## config.mk

```make
export PLATFORM = sky130hd
export DESIGN_NAME = blpq_ctrl
export DESIGN_NICKNAME = d
export VERILOG_FILES = /design/src/sv/blpq_pkg.sv /design/src/sv/blpq_ctrl.sv
export SDC_FILE = /design/constraint.sdc
export NUM_CORES = 1
export LEC_CHECK = 0
export ABC_AREA = 1
export BUFFER_PORTS_ARGS = -buffer_cell sky130_fd_sc_hd__buf_4
export CAP_MARGIN = 20
export CORE_AREA = 4 4 41 43
export CTS_CLUSTER_DIAMETER = 150
export DETAILED_ROUTE_END_ITERATION = 8
export DIE_AREA = 0 0 45 47
export GPL_TIMING_DRIVEN = 0
export MAX_ROUTING_LAYER = met4
export PLACE_DENSITY = 0.3
export REMOVE_ABC_BUFFERS = 1
export SETUP_SLACK_MARGIN = 0.3
export SLEW_MARGIN = 5
export SYNTH_ARGS = -nofsm -noshare
export SYNTH_HDL_FRONTEND = slang
export SYNTH_SLANG_ARGS = --single-unit
```

## constraint.sdc

```tcl
create_clock -name clk -period 1.3 [get_ports clk]
set_input_delay 0.195 -clock clk [delete_from_list [all_inputs] [get_ports clk]]
set_output_delay 0.195 -clock clk [all_outputs]
set_load 0.03 [all_outputs]
```

## src/sv/blpq_pkg.sv

```systemverilog
// ----------------------------------------------------------------------------
// blpq_pkg
// Shared types and constants for the byte limited packet queue: item and
// result payloads, controller states and the command bundle to the datapath.
// ----------------------------------------------------------------------------
`default_nettype none

package blpq_pkg;

    // storage geometry
    localparam int QUEUE_DEPTH = 1024;
    localparam int HANDLE_BITS = 16;
    localparam int PTR_W       = $clog2(QUEUE_DEPTH);

    // field widths
    localparam int FIELD_W  = 16;
    localparam int CAP_W    = 24;
    localparam int OVH_W    = 8;
    localparam int SLOT_W   = 10;
    localparam int BYTES_W  = 25;
    localparam int COUNT_W  = 10;
    localparam int COST_W   = FIELD_W + 1;
    localparam int SUM_W    = BYTES_W + 1;
    localparam int CMP_W    = ((COUNT_W > PTR_W) ? COUNT_W : PTR_W) + 1;

    // configuration port
    localparam int CFG_IDX_W  = 2;
    localparam int CFG_DATA_W = 24;

    localparam logic [CFG_IDX_W-1:0] CFG_IDX_CAPACITY = 2'd0;
    localparam logic [CFG_IDX_W-1:0] CFG_IDX_OVERHEAD = 2'd1;
    localparam logic [CFG_IDX_W-1:0] CFG_IDX_SLOTS    = 2'd2;

    localparam logic [CAP_W-1:0]  CAPACITY_RESET = 24'd65536;
    localparam logic [OVH_W-1:0]  OVERHEAD_RESET = 8'd24;
    localparam logic [SLOT_W-1:0] SLOTS_RESET    = 10'd1023;

    // operation codes
    localparam logic CMD_ENQUEUE = 1'b0;
    localparam logic CMD_DEQUEUE = 1'b1;

    typedef struct packed {
        logic               command;
        logic [FIELD_W-1:0] packet_handle;
        logic [FIELD_W-1:0] packet_length;
    } item_t;

    typedef struct packed {
        logic               done_res;
        logic [FIELD_W-1:0] popped_handle;
        logic [FIELD_W-1:0] popped_length;
        logic [BYTES_W-1:0] bytes_in_use;
        logic [COUNT_W-1:0] entries_held;
    } result_t;

    typedef struct packed {
        logic [HANDLE_BITS-1:0] handle;
        logic [FIELD_W-1:0]     length;
    } entry_t;

    typedef enum logic [1:0] {
        ST_IDLE,
        ST_DEQ_COST,
        ST_ENQ_COMMIT,
        ST_DEQ_COMMIT
    } ctrl_state_t;

    typedef struct packed {
        logic load_item;   // latch item, enqueue cost
        logic deq_read;    // read head entry
        logic deq_cost;    // cost of the popped entry
        logic enq_commit;
        logic deq_commit;
    } ctrl_cmd_t;

endpackage

`default_nettype wire

```

## src/sv/blpq_ctrl.sv

```systemverilog
// ----------------------------------------------------------------------------
// blpq_ctrl
// Controller: sequences one queue operation at a time and issues the
// per-step commands to the datapath.
// ----------------------------------------------------------------------------
`default_nettype none

module blpq_ctrl (
    input  wire logic               clk,
    input  wire logic               rst_n,
    input  wire logic               start,
    input  wire logic               is_dequeue,
    output logic                    busy,
    output blpq_pkg::ctrl_cmd_t     cmd
);

    blpq_pkg::ctrl_state_t state_reg;
    blpq_pkg::ctrl_state_t state_next;

    always_ff @(posedge clk or negedge rst_n)
    begin
        if (!rst_n)
        begin
            state_reg <= blpq_pkg::ST_IDLE;
        end
        else
        begin
            state_reg <= state_next;
        end
    end

    always_comb
    begin
        state_next = state_reg;
        cmd        = '0;
        busy       = 1'b1;
        case (state_reg)
            blpq_pkg::ST_IDLE:
            begin
                busy = 1'b0;
                if (start)
                begin
                    cmd.load_item = 1'b1;
                    if (is_dequeue == blpq_pkg::CMD_DEQUEUE)
                    begin
                        cmd.deq_read = 1'b1;
                        state_next   = blpq_pkg::ST_DEQ_COST;
                    end
                    else
                    begin
                        state_next = blpq_pkg::ST_ENQ_COMMIT;
                    end
                end
            end
            blpq_pkg::ST_DEQ_COST:
            begin
                cmd.deq_cost = 1'b1;
                state_next   = blpq_pkg::ST_DEQ_COMMIT;
            end
            blpq_pkg::ST_ENQ_COMMIT:
            begin
                cmd.enq_commit = 1'b1;
                state_next     = blpq_pkg::ST_IDLE;
            end
            blpq_pkg::ST_DEQ_COMMIT:
            begin
                cmd.deq_commit = 1'b1;
                state_next     = blpq_pkg::ST_IDLE;
            end
            default:
            begin
                state_next = blpq_pkg::ST_IDLE;
            end
        endcase
    end

    // commit steps only follow an earlier step of the same operation
    assert property (@(posedge clk) disable iff (!rst_n)
        cmd.enq_commit |-> $past(cmd.load_item) && !$past(cmd.deq_read))
        else $error("enqueue commit without an enqueue load");

    assert property (@(posedge clk) disable iff (!rst_n)
        cmd.deq_commit |-> $past(cmd.deq_cost))
        else $error("dequeue commit without cost step");

endmodule

`default_nettype wire

```

==> results of run 1 <==
layout by cell type, fill, tap and decap left out:
master | Yosys | final
sky130_fd_sc_hd__dfrtp_1 | 2 | 2
sky130_fd_sc_hd__a21oi_1 | 1 | 1
sky130_fd_sc_hd__nor2_1 | 4 | 3
sky130_fd_sc_hd__nand2_4 | 0 | 1
sky130_fd_sc_hd__clkbuf_4 | 0 | 3
sky130_fd_sc_hd__inv_2 | 2 | 3
sky130_fd_sc_hd__nand2_1 | 5 | 5
sky130_fd_sc_hd__buf_4 | 0 | 9
sky130_fd_sc_hd__nor2_2 | 0 | 1
sky130_fd_sc_hd__dlygate4sd3_1 | 0 | 1
sky130_fd_sc_hd__buf_6 | 0 | 3
sky130_fd_sc_hd__inv_1 | 3 | 2
critical path: cells and delay by family (launching register included):
family                 cells  cell delay (ps)
buffers and inverters      2              250
flip-flops                 1              400
AND/OR/NAND/NOR            2              140
what timing repair did:
| item | in CTS | in global routing |
|---|---|---|
| resized for setup | 2 | 4 |
| setup buffers | 2 | 1 |
| endpoints found under the hold margin | 2 | 0 |
| setup endpoints to repair | 6 | 6 |
| pin swaps | 2 | 1 |
| hold buffers | 1 | 0 |
power breakdown:
part,internal (mW),leakage [nW],total (mW),switching (mW)
combinational,0.231,0.121,0.533,0.302
sequential,0.0929,0.0250,0.124,0.0309
clock,0.101,0.0138,0.132,0.0304
total,0.425,0.159,0.789,0.364
Yosys cell counts:
| cell type | instances |
|---|---|
| sky130_fd_sc_hd__nand2_1 | 5 |
| sky130_fd_sc_hd__nor2_1 | 4 |
| sky130_fd_sc_hd__inv_1 | 3 |
| sky130_fd_sc_hd__dfrtp_1 | 2 |
| sky130_fd_sc_hd__inv_2 | 2 |
| sky130_fd_sc_hd__a21oi_1 | 1 |
| sky130_fd_sc_hd__nand2_2 | 1 |
stage by stage:
stage,utilization,hold WS (ps),cell area [µm²],worst slack (ps)
2_1_floorplan,-,-100.6,113.9,65.17
5_1_grt,0.2106,223.5,274.0,32.13
6_report,0.2106,196.3,274.0,98.31
3_5_place_dp,0.1538,-21.20,200.2,311.7
4_1_cts,0.1962,191.8,255.2,87.54
3_3_place_gp,0.1538,-22.72,200.2,313.2
final cells by class:
class                           instances  area share
Clock buffer                            3     0.08219
Inverter                                5     0.06849
Multi-Input combinational cell         11      0.1918
Sequential cell                         2      0.1826
Tap cell                               15     0.06849
Timing Repair Buffer                   13      0.4064
how the worst max path moves through the flow:
stage                     slack [ps]  cells past startpoint      to
final                            100                      4  cmd[3]
after global placement           310                      4  cmd[3]
after floorplan                   70                      3  cmd[3]
after global routing              30                      4  cmd[3]
after CTS                         90                      4  cmd[3]
after detailed placement         310                      4  cmd[3]
logic make-up (layout without fill, tap and decap cells):
logic type	Yosys count	in the layout	synth area share
AOI/OAI and AO/OA	1	1	0.04391
buffers and inverters	5	21	0.1649
DFF	2	2	0.4396
and+or+nand+nor	10	10	0.3517
layer usage:
metal,vias to the layer above,track usage,part of all wire
met5,-,-,0
met3,0,0.02299,0.055
met4,0,0.05263,0
met1,63,0.03636,0.39
met2,4,0.05367,0.55
li1,86,-,-
==> report_table.html, run 1 <==
<table>
<tr><th>Metric</th><th>Value</th></tr>
<tr><th colspan="2">Critical path</th></tr>
<tr><td>Kind of end point of the critical path</td><td>output port</td></tr>
<tr><td>Cell breakdown of the critical path</td><td>inv_2 -&gt; nand2_4 -&gt; nor2_2 -&gt; buf_4</td></tr>
<tr><td>Worst-path maximum fanout</td><td>4</td></tr>
<tr><td>Worst flop-to-flop path endpoint</td><td>state_reg[0]$_DFFE_PN0P_</td></tr>
<tr><td>Setup slack, reg-to-reg</td><td>between 300 and 400 ps</td></tr>
<tr><td>Critical path's slowest cell</td><td>sky130_fd_sc_hd__dfrtp_1</td></tr>
<tr><td>R2r worst-path depth</td><td>4</td></tr>
<tr><td>Maximum cell stage delay along the critical path</td><td>400 ps</td></tr>
<tr><td>CP Class</td><td>flop to output port</td></tr>
<tr><td>Data arrival time of the critical path</td><td>1010 ps</td></tr>
<tr><td>Startpoint of the lowest-slack register-to-register path</td><td>state_reg[0]$_DFFE_PN0P_</td></tr>
<tr><td>Critical path origin</td><td>state_reg[0]$_DFFE_PN0P_</td></tr>
<tr><td>Data required time at the worst endpoint</td><td>around 1100 ps</td></tr>
<tr><td>Category of the worst setup path launch point</td><td>flop</td></tr>
<tr><th colspan="2">STA</th></tr>
<tr><td>Setup TNS</td><td>0 ps</td></tr>
<tr><td>Slew Limit Fails</td><td>0</td></tr>
<tr><td>Final critical-path share of the clock period</td><td>0.9244</td></tr>
<tr><td>Endpoints failing setup</td><td>0</td></tr>
<tr><td>Post-route minimum period</td><td>1202 ps</td></tr>
<tr><td>Achievable frequency</td><td>832.2 MHz</td></tr>
<tr><td>Relative slew slack</td><td>0.9050</td></tr>
<tr><td>Hold violation total from the final report</td><td>0</td></tr>
<tr><td>Final clock skew</td><td>0.9557 ps</td></tr>
<tr><td>Actual slew at the worst max-slew pin</td><td>142.5 ps</td></tr>
<tr><td>Unrepaired setup endpoints after global routing</td><td>true</td></tr>
<tr><th colspan="2">Place</th></tr>
<tr><td>GP Congestion</td><td>0.6517</td></tr>
<tr><td>HPWL after DPL</td><td>~270 µm</td></tr>
<tr><td>IO Port Bufs</td><td>9</td></tr>
<tr><td>Number of placed instances, taps included</td><td>42</td></tr>
<tr><th colspan="2">Global route</th></tr>
<tr><td>Vias in the first global route</td><td>136</td></tr>
<tr><td>Grt total ovfl</td><td>0</td></tr>
<tr><td>GR Util All Layers</td><td>0.04078</td></tr>
<tr><td>Number of antenna violations at the first check in global routing</td><td>0</td></tr>
<tr><td>Pin count of the biggest net entering global routing</td><td>5</td></tr>
<tr><td>First-pass GRT wire length</td><td>524 µm</td></tr>
<tr><th colspan="2">Routing</th></tr>
<tr><td>Routed wire per std cell</td><td>slightly above 7 µm</td></tr>
<tr><td>Final routed wirelength across all metal layers</td><td>348 µm</td></tr>
<tr><td>Number of nets with antenna violations after routing</td><td>0</td></tr>
<tr><td>Starting DRC count in detailed routing</td><td>0</td></tr>
<tr><td>Post-detailed-route DRC marker count</td><td>0</td></tr>
<tr><td>Routed via count divided by cell count</td><td>3.122</td></tr>
<tr><td>Length of the first detailed-routing pass in iterations</td><td>1</td></tr>
<tr><td>Routed vias</td><td>153</td></tr>
<tr><th colspan="2">Power</th></tr>
<tr><td>Largest voltage drop on the vdd net</td><td>1.115 mV</td></tr>
<tr><td>Static Leak</td><td>0.1594 nW</td></tr>
<tr><td>Power per cell area</td><td>2879 nW/µm²</td></tr>
<tr><td>Overall power</td><td>0.7888 mW</td></tr>
<tr><th colspan="2">CTS</th></tr>
<tr><td>Clock tree from TritonCTS</td><td>done</td></tr>
<tr><td>Number of clock sinks</td><td>2</td></tr>
<tr><td>Reg clk slew, reported paths</td><td>30 ps</td></tr>
<tr><td>Num CTS Buffers</td><td>3</td></tr>
<tr><td>Buffer levels on the longest clock path</td><td>2</td></tr>
<tr><td>Clock root buffer master</td><td>sky130_fd_sc_hd__clkbuf_4</td></tr>
<tr><td>Depth of the CTS H-tree</td><td>1</td></tr>
<tr><td>Clock latency at the later pin of the worst-skew pair</td><td>220 ps</td></tr>
<tr><th colspan="2">Synthesis</th></tr>
<tr><td>Synth cell types</td><td>7</td></tr>
<tr><td>Total of warnings raised by yosys</td><td>0</td></tr>
<tr><td>Number of synthesized register bits</td><td>2</td></tr>
<tr><td>Sequential share of the synthesized area</td><td>0.4396</td></tr>
<tr><td>Cell count after synthesis</td><td>18</td></tr>
<tr><td>Top cells by area, synth</td><td>sky130_fd_sc_hd__dfrtp_1 44%, sky130_fd_sc_hd__nand2_1 16%, sky130_fd_sc_hd__nor2_1 13%, sky130_fd_sc_hd__inv_1 9.9%, sky130_fd_sc_hd__inv_2 6.6%</td></tr>
<tr><td>Cell area after synthesis</td><td>about 110 µm²</td></tr>
<tr><td>Top-area cell type share of the netlist area</td><td>0.4396</td></tr>
<tr><td>Synthesized area divided by synthesized cell count</td><td>about 6.3 µm²</td></tr>
<tr><td>Area leader, netlist</td><td>sky130_fd_sc_hd__dfrtp_1</td></tr>
<tr><th colspan="2">Job</th></tr>
<tr><td># Max-Cap Violations</td><td>0</td></tr>
<tr><th colspan="2">Floorplanning</th></tr>
<tr><td>Num rows</td><td>13</td></tr>
<tr><td>Area enclosed by the die boundary</td><td>between 2000 and 2500 µm²</td></tr>
<tr><td>Floorplan Core Area</td><td>about 1300 µm²</td></tr>
<tr><td>Die span in y</td><td>47 µm</td></tr>
<tr><td>Boundary Pins</td><td>10</td></tr>
<tr><td>Effective utilization at floorplan</td><td>0.08750</td></tr>
<tr><td>Die boundary width</td><td>45 µm</td></tr>
<tr><th colspan="2">Cells and area</th></tr>
<tr><td>Antenna Diode Count</td><td>0</td></tr>
<tr><td>Non-filler instance count after layout</td><td>49</td></tr>
<tr><td># fillers</td><td>between 150 and 200</td></tr>
<tr><td>Share of final-layout standard cells stronger than drive strength 1</td><td>0.5882</td></tr>
<tr><td>Fin nets</td><td>40</td></tr>
<tr><td>Layout Area Growth over Synthesis</td><td>140.7%</td></tr>
<tr><td>Sequential cell area</td><td>50.05 µm²</td></tr>
<tr><td>Number of flip-flops under the largest register name</td><td>2</td></tr>
<tr><td>Area of the multi-input gates</td><td>~53 µm²</td></tr>
<tr><th colspan="2">Worst hold path</th></tr>
<tr><td>Number of cells on the worst hold path</td><td>3</td></tr>
<tr><td>Hold Path End</td><td>state_reg[1]$_DFFE_PN0P_</td></tr>
<tr><td>Type of the tightest min-delay check</td><td>input pin to flop</td></tr>
<tr><td>Hold Path Origin</td><td>start</td></tr>
<tr><th colspan="2">Status</th></tr>
<tr><td>Run status</td><td>complete, no violations</td></tr>
</table>
(Power assumes the default switching activity.)
==> inputs of run 2 (changes only) <==
- ABC_AREA: 1 -> unset
==> report_table.html, run 2 <==
<table>
<tr><th>Metric</th><th>Value</th></tr>
<tr><th colspan="2">Status</th></tr>
<tr><td>Run status</td><td>complete, but fails checks</td></tr>
<tr><td>Violations in the final reports</td><td>setup timing</td></tr>
<tr><th colspan="2">STA</th></tr>
<tr><td>Post-route minimum period</td><td>1339 ps</td></tr>
<tr><td>Unrepaired setup endpoints after global routing</td><td>true</td></tr>
<tr><td>Hold violation total from the final report</td><td>0</td></tr>
<tr><td>Achievable frequency</td><td>between 700 and 800 MHz</td></tr>
<tr><td>Final clock skew</td><td>0.9923 ps</td></tr>
<tr><td>Fin Hold WS</td><td>252.4 ps</td></tr>
<tr><td>Final critical-path share of the clock period</td><td>1.030</td></tr>
<tr><td>Setup TNS</td><td>-59.00 ps</td></tr>
<tr><td>Actual slew at the worst max-slew pin</td><td>153.6 ps</td></tr>
<tr><td>Slew Limit Fails</td><td>0</td></tr>
<tr><td>Relative slew slack</td><td>0.8971</td></tr>
<tr><td>Endpoints failing setup</td><td>2</td></tr>
<tr><td>Crit path setup slack, layout</td><td>-38.65 ps</td></tr>
<tr><th colspan="2">Worst hold path</th></tr>
<tr><td>Type of the tightest min-delay check</td><td>input pin to flop</td></tr>
<tr><td>Hold Path Origin</td><td>is_dequeue</td></tr>
<tr><td>Hold Path End</td><td>state_reg[0]$_DFFE_PN0P_</td></tr>
<tr><td>Number of cells on the worst hold path</td><td>3</td></tr>
<tr><th colspan="2">Routing</th></tr>
<tr><td>Routed wire per std cell</td><td>roughly 8.7 µm</td></tr>
<tr><td>Post-detailed-route DRC marker count</td><td>0</td></tr>
<tr><td>Length of the first detailed-routing pass in iterations</td><td>1</td></tr>
<tr><td>Starting DRC count in detailed routing</td><td>0</td></tr>
<tr><td>Final routed wirelength across all metal layers</td><td>390 µm</td></tr>
<tr><td>Routed vias</td><td>152</td></tr>
<tr><td>Routed via count divided by cell count</td><td>approximately 3.4</td></tr>
<tr><td>Number of nets with antenna violations after routing</td><td>0</td></tr>
<tr><th colspan="2">Power</th></tr>
<tr><td>Static Leak</td><td>0.1447 nW</td></tr>
<tr><td>Power per cell area</td><td>2725 nW/µm²</td></tr>
<tr><td>Overall power</td><td>just over 0.8 mW</td></tr>
<tr><td>Largest voltage drop on the vdd net</td><td>0.8996 mV</td></tr>
<tr><th colspan="2">Floorplanning</th></tr>
<tr><td>Floorplan Core Area</td><td>1301 µm²</td></tr>
<tr><td>Die boundary width</td><td>45 µm</td></tr>
<tr><td>Boundary Pins</td><td>10</td></tr>
<tr><td>Num rows</td><td>13</td></tr>
<tr><td>Area enclosed by the die boundary</td><td>2115 µm²</td></tr>
<tr><td>Effective utilization at floorplan</td><td>0.09135</td></tr>
<tr><td>Die span in y</td><td>~47 µm</td></tr>
<tr><th colspan="2">Global route</th></tr>
<tr><td>GR Util All Layers</td><td>0.04812</td></tr>
<tr><td>Grt total ovfl</td><td>0</td></tr>
<tr><td>Number of antenna violations at the first check in global routing</td><td>0</td></tr>
<tr><td>First-pass GRT wire length</td><td>~660 µm</td></tr>
<tr><td>Vias in the first global route</td><td>roughly 170</td></tr>
<tr><td>Pin count of the biggest net entering global routing</td><td>7</td></tr>
<tr><th colspan="2">Critical path</th></tr>
<tr><td>Data arrival time of the critical path</td><td>1140 ps</td></tr>
<tr><td>Kind of end point of the critical path</td><td>output port</td></tr>
<tr><td>Worst flop-to-flop path endpoint</td><td>state_reg[1]$_DFFE_PN0P_</td></tr>
<tr><td>Critical path origin</td><td>state_reg[1]$_DFFE_PN0P_</td></tr>
<tr><td>Maximum cell stage delay along the critical path</td><td>410 ps</td></tr>
<tr><td>CP Class</td><td>flop to output port</td></tr>
<tr><td>Critical path's slowest cell</td><td>sky130_fd_sc_hd__dfrtp_2</td></tr>
<tr><td>Category of the worst setup path launch point</td><td>flop</td></tr>
<tr><td>Setup slack, reg-to-reg</td><td>540 ps</td></tr>
<tr><td>R2r worst-path depth</td><td>2</td></tr>
<tr><td>Startpoint of the lowest-slack register-to-register path</td><td>state_reg[1]$_DFFE_PN0P_</td></tr>
<tr><td>Worst-path maximum fanout</td><td>4</td></tr>
<tr><td>Data required time at the worst endpoint</td><td>roughly 1100 ps</td></tr>
<tr><td>Cell breakdown of the critical path</td><td>buf_4 -&gt; or2_4 -&gt; buf_6</td></tr>
<tr><th colspan="2">Synthesis</th></tr>
<tr><td>Post-synthesis async set-or-reset flop share</td><td>1.000</td></tr>
<tr><td>Sequential share of the synthesized area</td><td>0.4211</td></tr>
<tr><td>Commonest register cell after synthesis</td><td>sky130_fd_sc_hd__dfrtp_1</td></tr>
<tr><td>Synthesized area divided by synthesized cell count</td><td>9.143 µm²</td></tr>
<tr><td>Top cells by area, synth</td><td>sky130_fd_sc_hd__dfrtp_1 42%, sky130_fd_sc_hd__nor3b_2 11%, sky130_fd_sc_hd__a21oi_1 8.4%, sky130_fd_sc_hd__and2b_2 7.4%, sky130_fd_sc_hd__and2_2 6.3%</td></tr>
<tr><td>Cell area after synthesis</td><td>118.9 µm²</td></tr>
<tr><td>Synth cell types</td><td>10</td></tr>
<tr><td>Most common library cells after synthesis</td><td>2 x sky130_fd_sc_hd__a21oi_1, 2 x sky130_fd_sc_hd__dfrtp_1, 2 x sky130_fd_sc_hd__nor2_1</td></tr>
<tr><td>Area leader, netlist</td><td>sky130_fd_sc_hd__dfrtp_1</td></tr>
<tr><td>Total of warnings raised by yosys</td><td>0</td></tr>
<tr><td>Cell count after synthesis</td><td>13</td></tr>
<tr><td>Number of synthesized register bits</td><td>2</td></tr>
<tr><td>Number of flops mapped to enable cells by yosys</td><td>0</td></tr>
<tr><td>Top-area cell type share of the netlist area</td><td>0.4211</td></tr>
<tr><th colspan="2">CTS</th></tr>
<tr><td>Reg clk slew, reported paths</td><td>30 ps</td></tr>
<tr><td>Clock root buffer master</td><td>sky130_fd_sc_hd__clkbuf_4</td></tr>
<tr><td>Clock latency at the later pin of the worst-skew pair</td><td>approximately 220 ps</td></tr>
<tr><td>Buffer levels on the longest clock path</td><td>2</td></tr>
<tr><td>Number of clock sinks</td><td>2</td></tr>
<tr><td>Depth of the CTS H-tree</td><td>1</td></tr>
<tr><td>Num CTS Buffers</td><td>3</td></tr>
<tr><td>Clock tree from TritonCTS</td><td>done</td></tr>
<tr><th colspan="2">Place</th></tr>
<tr><td>Number of placed instances, taps included</td><td>37</td></tr>
<tr><td>Post-placement cell area</td><td>205.2 µm²</td></tr>
<tr><td>IO Port Bufs</td><td>9</td></tr>
<tr><td>Post-Place Worst Slack</td><td>178.4 ps</td></tr>
<tr><td>GP Congestion</td><td>approximately 0.72</td></tr>
<tr><th colspan="2">Cells and area</th></tr>
<tr><td>Final standard cell area without fillers</td><td>302.8 µm²</td></tr>
<tr><td>Antenna Diode Count</td><td>0</td></tr>
<tr><td>Non-filler instance count after layout</td><td>between 40 and 50</td></tr>
<tr><td>Finished Core Util</td><td>0.2327</td></tr>
<tr><td>Share of final-layout standard cells stronger than drive strength 1</td><td>0.7667</td></tr>
<tr><td>Most used cells in the layout excluding fill and tap cells</td><td>7 x sky130_fd_sc_hd__buf_4, 6 x sky130_fd_sc_hd__buf_6, 3 x sky130_fd_sc_hd__clkbuf_4</td></tr>
<tr><td>Number of flip-flops under the largest register name</td><td>2</td></tr>
<tr><td>Most common cell after layout, fill and taps aside</td><td>sky130_fd_sc_hd__buf_4</td></tr>
<tr><td>Layout Area Growth over Synthesis</td><td>154.7%</td></tr>
<tr><td># fillers</td><td>149</td></tr>
<tr><td>Fin nets</td><td>36</td></tr>
<tr><th colspan="2">Job</th></tr>
<tr><td># Max-Cap Violations</td><td>0</td></tr>
</table>
## run 2: cell types whose count changed after synthesis, moves of 2 or more
cell,before,now
sky130_fd_sc_hd__inv_1,3,1
sky130_fd_sc_hd__inv_2,2,0
sky130_fd_sc_hd__nor2_1,4,2
sky130_fd_sc_hd__nand2_1,5,0
## run 2: worst max-delay path by stage
stage	endpoint	slack, ps	cells after the start
4_1_cts	cmd[3]	-40	3
3_5_place_dp	cmd[3]	180	3
6_report	busy	-40	3
5_1_grt	cmd[3]	-90	3
3_3_place_gp	cmd[3]	200	3
2_1_floorplan	cmd[3]	-170	2
## run 2: cells by family after synthesis
kind of cell	Yosys count	synth area share
buf+inv	1	0.03155
compound gates	2	0.08421
flops	2	0.4211
simple gates	8	0.4633
## run 2: layer usage
metal / up-vias / track usage / part of all wire
li1: 76 / - / -
met1: 66 / 0.05227 / 0.47
met5: - / - / 0
met3: 0 / 0.01149 / 0.15
met2: 10 / 0.05932 / 0.38
met4: 0 / 0.07018 / 0
## run 2: critical path: cells and delay by family (launching register included)
kind | cells | cell delay, ps
buf+inv | 2 | 280
flops | 1 | 410
simple gates | 1 | 240
## run 2: what timing repair did
action	in CTS	in global routing
buffers inserted	2	2
endpoints found under the hold margin	2	0
gates resized for setup	9	2
setup endpoints to repair	6	6
pin swaps	2	1
hold buffers	1	0
## run 2: final cells by class
cell class              count  area [µm²]  area share
clock buffers               3       22.52     0.07438
inverters                   1       3.754     0.01240
multi-input cells          10       75.07      0.2479
flip-flops and latches      2       52.55      0.1736
well taps                  15       18.77     0.06198
repair buffers             14       130.1      0.4298
## run 2: power breakdown
| group | internal [mW] | total [mW] | switching (mW) |
|---|---|---|---|
| combinational | 0.282 | 0.559 | 0.277 |
| clock | 0.102 | 0.135 | 0.0335 |
| sequential | 0.0971 | 0.131 | 0.0335 |
| total | 0.481 | 0.825 | 0.344 |
